**src/hdl/qrm_pkg.sv**
```systemverilog
// ----------------------------------------------------------------------------
// qrm_pkg
// Shared widths, constants, types and the output saturation function for the
// quaternion to rotation matrix pipeline.
// ----------------------------------------------------------------------------
package qrm_pkg;

    localparam int IN_W   = 16;             // Q1.14 component
    localparam int PROD_W = 2 * IN_W;       // raw product
    localparam int D_W    = PROD_W + 2;     // divisor (norm squared), signed
    localparam int NUM_W  = PROD_W + 3;     // matrix numerator, signed
    localparam int N_W    = NUM_W + 16;     // numerator * 2^16 + d
    localparam int MAG_W  = PROD_W + 17;    // |n| while normalizing
    localparam int DD_W   = D_W;            // 2 * d
    localparam int QW     = 17;             // quotient bits
    localparam int TRIAL_W = DD_W + QW - 1; // shifted divisor
    localparam int OUT_W  = 18;             // Q2.15 entry
    localparam int SAT_W  = NUM_W + 1;
    localparam int LANES  = 9;

    localparam logic signed [D_W-1:0]   ONE_PROD = D_W'(268435456);
    localparam logic signed [OUT_W-1:0] ONE_Q15  = OUT_W'(32768);
    localparam logic signed [SAT_W-1:0] OUT_MAX  = SAT_W'(131071);
    localparam logic signed [SAT_W-1:0] OUT_MIN  = -SAT_W'(131072);
    localparam logic signed [SAT_W-1:0] BYP_HALF = SAT_W'(4096);
    localparam int BYP_SH = 13;

    typedef struct packed {
        logic valid;
        logic zero;
        logic norm;
    } qrm_ctrl_t;

    typedef struct packed {
        logic [MAG_W-1:0]        rem;
        logic [QW-1:0]           quot;
        logic [DD_W-1:0]         dd;
        logic                    neg;
        logic signed [OUT_W-1:0] byp;
    } qrm_div_t;

    function automatic logic signed [OUT_W-1:0] sat_q215(input logic signed [SAT_W-1:0] v);
        logic signed [OUT_W-1:0] r;
        if (v > OUT_MAX) begin
            r = OUT_MAX[OUT_W-1:0];
        end else if (v < OUT_MIN) begin
            r = OUT_MIN[OUT_W-1:0];
        end else begin
            r = v[OUT_W-1:0];
        end
        return r;
    endfunction

endpackage

```
**src/hdl/qrm_div.sv**
```systemverilog
// ----------------------------------------------------------------------------
// qrm_div
// One divider lane: restoring division, one quotient bit per register stage.
// ----------------------------------------------------------------------------
module qrm_div (
    input  logic                            aclk,
    input  logic                            en,
    input  qrm_pkg::qrm_div_t               din,
    output logic [qrm_pkg::QW-1:0]          quot,
    output logic                            rem_nz,
    output logic                            neg,
    output logic signed [qrm_pkg::OUT_W-1:0] byp
);

    qrm_pkg::qrm_div_t st [qrm_pkg::QW+1];

    assign st[0] = din;

    for (genvar k = 0; k < qrm_pkg::QW; k++) begin : g_stage
        localparam int SH = qrm_pkg::QW - 1 - k;
        logic [qrm_pkg::TRIAL_W-1:0] trial;
        logic                        ge;
        qrm_pkg::qrm_div_t           st_next;

        always_comb begin
            trial = qrm_pkg::TRIAL_W'(st[k].dd) << SH;
            ge = qrm_pkg::TRIAL_W'(st[k].rem) >= trial;
            st_next = st[k];
            if (ge) begin
                st_next.rem = st[k].rem - trial[qrm_pkg::MAG_W-1:0];
                st_next.quot[SH] = 1'b1;
            end
        end

        always_ff @(posedge aclk) begin
            if (en) begin
                st[k+1] <= st_next;
            end
        end
    end

    assign quot   = st[qrm_pkg::QW].quot;
    assign rem_nz = |st[qrm_pkg::QW].rem;
    assign neg    = st[qrm_pkg::QW].neg;
    assign byp    = st[qrm_pkg::QW].byp;

endmodule
```
**config.mk**
```make
export PLATFORM = sky130hd
export DESIGN_NAME = qrm_div
export DESIGN_NICKNAME = d
export VERILOG_FILES = /design/src/hdl/qrm_pkg.sv /design/src/hdl/qrm_div.sv
export SDC_FILE = /design/constraint.sdc
export NUM_CORES = 2
export LEC_CHECK = 0
export ABC_CLOCK_PERIOD_IN_PS = 7200
export BUFFER_PORTS_ARGS = -buffer_cell sky130_fd_sc_hd__buf_2
export CAP_MARGIN = 20
export CORE_ASPECT_RATIO = 1.5
export CORE_MARGIN = 2
export CORE_UTILIZATION = 50
export DETAILED_ROUTE_END_ITERATION = 10
export GPL_TIMING_DRIVEN = 0
export HOLD_SLACK_MARGIN = 0.03
export PLACE_DENSITY = 0.75
export SLEW_MARGIN = 15
export SYNTH_ARGS = -nofsm -noshare
export SYNTH_HDL_FRONTEND = slang
export SYNTH_SLANG_ARGS = --single-unit
```
**constraint.sdc**
```tcl
create_clock -name aclk -period 7.2 [get_ports aclk]
set_clock_uncertainty 0.05 [all_clocks]
set_input_delay 0.72 -clock aclk [delete_from_list [all_inputs] [get_ports aclk]]
set_output_delay 0.72 -clock aclk [all_outputs]
set_load 0.005 [all_outputs]
```
==> key figures <==
Route
  – Drt via density: 5.77
  – DR WL/cell: 25.6 microns
  – Drt first pass iters: 6
  – Final wirelength: 309 mm
  – Number of design-rule violations left by the first detailed-router iteration: 3960
  – Total number of vias: 69800
  – Post-route antenna net violation count: 0
  – Remaining routing DRC violations: 0

GRT
  – Number of antenna violations at the first check in global routing: 8
  – Via count of the first global-routing pass: 74200
  – Final global-route overflow total: 0
  – Maximum number of pins on one net before global-route repair: 166
  – Global router's overall resource usage: 0.291
  – Global-route wire length before repair: 447 mm

Power and ir drop
  – Power, Total: 46.1 mW
  – Switching portion of total power: 0.374
  – Leak Pwr: 44.6 nW
  – Internal portion of total power: 28.8 mW
  – Portion of total power attributed to the clock network: 0.223
  – Fraction of power consumed by combinational cells: 0.399
  – Power Dens Cells: 401 nW/um^2
  – Share of power burned in registers: 0.378
  – Switching power summed over all nets: 17.3 mW
  – Maximum resistive drop on vdd: 0.000286 V

Clock network
  – Reg clk slew, reported paths: 70 ps
  – TritonCTS Buffers: 197
  – Number of H-tree levels: 4
  – CTS-repair resized insts: 0
  – Post-CTS Hold Buffers: 84
  – Maximum count of clock buffers along a single path: 4
  – Clock latency on the worst-skew pair: 870 ps
  – TritonCTS Sinks: 1989
  – TritonCTS clock tree: built
  – Post-CTS Setup Repair Bufs: 0
  – Clk Tree Root Cell: sky130_fd_sc_hd__clkbuf_16

Setup path
  – Category of the most critical setup path: reg -> reg
  – WP data required: 7710 ps
  – Setup slack on the worst flop-to-flop path: 930 ps
  – FF-to-FF Start: g_stage[2].st_next[22]
  – Count of cells along the worst register-to-register path: 13
  – Worst setup endpoint: st[1779]
  – Worst setup SP type: flip-flop
  – Crit-path max FO: 10
  – CP startpoint: g_stage[2].st_next[22]
  – Crit path DAT: 6780 ps
  – Critical Path Sink Type: flip-flop
  – Worst reg2reg path endpoint: st[1779]

Timing
  – Headroom to the max-slew limit: 0.140
  – Fraction of the cycle the final worst path needs: 0.871
  – PnR worst setup slack: 928 ps
  – Fmax: 159 MHz
  – Final count of hold timing violations: 0
  – Max Slew Vio Count: 0
  – Final total negative setup slack: 0 ps
  – Final period demand of the worst path: 6270 ps
  – Measured slew at the worst slew-check pin: 1280 ps
  – Final setup fails: 0
  – Unrepaired setup endpoints after global routing: false

Finish
  – Synth-to-Final Area Change: 11.6%
  – Final Core Density: 0.562
  – Most frequent standard cell in the layout excluding fill and tap cells: sky130_fd_sc_hd__edfxtp_1
  – Count of placed standard cells in the final layout, fillers left out: 12100
  – Share of layout cells above drive strength 1: 0.0860
  – Most used cells in the layout excluding fill and tap cells: sky130_fd_sc_hd__edfxtp_1 (1989), sky130_fd_sc_hd__inv_1 (750), sky130_fd_sc_hd__a21oi_1 (712)
  – Fillers: 16500
  – Net count of the finished layout: 9967

Run
  – Max Cap Violations: 0

Logic synthesis
  – Synth Warn #: 0
  – Simple-Gate Fraction of Synth Area: 0.102
  – Synth Instances: 8780
  – Average cell area after synthesis: 11.7 sq um
  – Top cell type by total area after synthesis: sky130_fd_sc_hd__edfxtp_1
  – Count of state elements after synthesis: 1989
  – Multiplexer share of the synthesized area: 0.0145
  – Arithmetic-cell share of the synthesized area counting full adders, half adders and majority gates: 0.0735
  – Async set-or-reset flop fraction in the synthesized netlist: 0
  – Post-synthesis xor/xnor area fraction: 0.0511
  – Largest cells by area after synthesis: sky130_fd_sc_hd__edfxtp_1 (58%), sky130_fd_sc_hd__ha_1 (7.0%), sky130_fd_sc_hd__a21oi_1 (3.5%), sky130_fd_sc_hd__xnor2_1 (2.9%), sky130_fd_sc_hd__o21ai_0 (2.8%)
  – Area of the mapped netlist: 103000 sq um
  – Area share of the leading cell type in the synthesized netlist: 0.581
  – Proportion of synthesized chip area in sequential cells: 0.581
  – Number of library cell types mapped by synthesis: 109
  – Number of flops mapped to enable cells by yosys: 1989
  – Combinational family with the most area after synthesis: compound AO/OA/AOI/OAI gates
  – Flip-flop cell with the highest count after synthesis: sky130_fd_sc_hd__edfxtp_1
  – Post-Syn Nets: 9495
  – Area fraction in compound gates after synthesis: 0.138

Floorplanning
  – Top Ports: 158
  – Starting density of the core: 0.504
  – Die X-Extent: 374 microns
  – Placeable Area: 204000 sq um
  – Die extent in y: 559 microns
  – Number of standard-cell rows in the floorplan: 203
  – Area of the die: 209000 sq um

Place
  – Detail Placement HPWL: 242 mm
  – RD Place Congestion: 1.06
  – Number of placed cells counting well taps: 11600
  – I/O Buffers: 157
  – Setup Slack @ Placement: 1000 ps

Outcome
  – Result of the run: completed

Min path
  – Worst hold path stage count: 3
  – Worst min-delay path class: in -> reg
  – Hold path startpoint: din[113]
-- cell usage after synthesis (21+ instances only) --
cell and n:
sky130_fd_sc_hd__a211o_1 21, sky130_fd_sc_hd__a211oi_1 45, sky130_fd_sc_hd__a21boi_0 24, sky130_fd_sc_hd__a21o_1 341, sky130_fd_sc_hd__a21oi_1 714, sky130_fd_sc_hd__a31oi_1 59
sky130_fd_sc_hd__and2_1 38, sky130_fd_sc_hd__and3_1 62, sky130_fd_sc_hd__buf_2 55, sky130_fd_sc_hd__buf_4 45, sky130_fd_sc_hd__clkbuf_1 173, sky130_fd_sc_hd__edfxtp_1 1989
sky130_fd_sc_hd__ha_1 577, sky130_fd_sc_hd__inv_1 750, sky130_fd_sc_hd__mux2_2 125, sky130_fd_sc_hd__nand2_1 679, sky130_fd_sc_hd__nand2b_1 90, sky130_fd_sc_hd__nand3_1 137
sky130_fd_sc_hd__nand3b_1 23, sky130_fd_sc_hd__nand4_1 117, sky130_fd_sc_hd__nor2_1 524, sky130_fd_sc_hd__nor2b_1 79, sky130_fd_sc_hd__nor3_1 133, sky130_fd_sc_hd__nor4_1 84
sky130_fd_sc_hd__nor4b_1 21, sky130_fd_sc_hd__o211ai_1 39, sky130_fd_sc_hd__o21a_1 81, sky130_fd_sc_hd__o21ai_0 582, sky130_fd_sc_hd__o21ai_1 21, sky130_fd_sc_hd__o21bai_1 92
sky130_fd_sc_hd__o31a_1 21, sky130_fd_sc_hd__o31ai_1 51, sky130_fd_sc_hd__or2_2 22, sky130_fd_sc_hd__or3_1 48, sky130_fd_sc_hd__xnor2_1 337, sky130_fd_sc_hd__xor2_1 263
-- cell type report --
class | count | area (sq um) | share of cell area
flip-flops and latches | 1989 | 59700 | 0.520
multi-input cells | 5755 | 39100 | 0.340
clock buffers | 232 | 5100 | 0.0445
well taps | 2665 | 3330 | 0.0290
inverters | 750 | 2820 | 0.0245
repair buffers | 273 | 2180 | 0.0190
plain buffers | 286 | 1320 | 0.0115
clock inverters | 114 | 1160 | 0.0101
diodes | 31 | 77.6 | 0.000676
-- metal layers --
layer  vias to the layer above  routed length (microns)  global-route usage  share of wire
li1                      33300                        -                   -              -
met1                     33500                    78500               0.193           0.25
met2                      1968                   185000               0.627           0.60
met3                      1031                     7570              0.0259          0.024
met4                         0                    37900               0.296           0.12
met5                         -                        0                   0              0
-- worst max-delay path: stages, from the launching register on --
cell and delay, ps:
sky130_fd_sc_hd__edfxtp_1 360, sky130_fd_sc_hd__inv_1 60, sky130_fd_sc_hd__ha_1 360, sky130_fd_sc_hd__nand3_1 510
sky130_fd_sc_hd__o21bai_1 440, sky130_fd_sc_hd__a211oi_1 530, sky130_fd_sc_hd__nor3_1 190, sky130_fd_sc_hd__nor4_1 820
sky130_fd_sc_hd__o21a_1 410, sky130_fd_sc_hd__o211ai_1 170, sky130_fd_sc_hd__nand2_1 660, sky130_fd_sc_hd__buf_2 580
sky130_fd_sc_hd__buf_2 490, sky130_fd_sc_hd__a31oi_1 260
-- through the flow --
step,hold slack (ps),cell area (sq um)
after floorplan,350,103000
after CTS,49.2,115000
final,100,115000
after global routing,43.9,115000
after global placement,350,107000
after detailed placement,355,108000
-- flip-flops by register name (all words and copies together), names as in the netlist --
| name | count |
|---|---|
| quot | 17 |
| byp | 18 |
| g_stage.st_next | 1104 |
| neg | 1 |
| st | 849 |
-- logic make-up after synthesis --
kind of cell	after synthesis
AND/OR/NAND/NOR	2155
adder cells (fa/ha/maj)	594
AO/OA/AOI/OAI	2273
buffers and inverters	1036
multiplexers	133
flip-flops	1989
XOR/XNOR	600
-- how the worst min path moves through the flow --
stage and end:
2_1_floorplan byp[0], 5_1_grt g_stage[1].st_next[52], 6_report st[2017], 3_3_place_gp g_stage[6].st_next[67]
3_5_place_dp byp[14], 4_1_cts g_stage[1].st_next[52]
-- power by group through the flow --
stage          Combinational, mW  Clock, mW  Sequential (mW)
3_3_place_gp                17.8          0             18.2
4_1_cts                     18.2       10.4             17.4
6_report                    18.4       10.3             17.4
5_1_grt                     20.0       10.8             17.6
2_1_floorplan               12.7          0             17.0
3_5_place_dp                18.0          0             17.6
No activity file was read; power rests on OpenSTA's default activity.
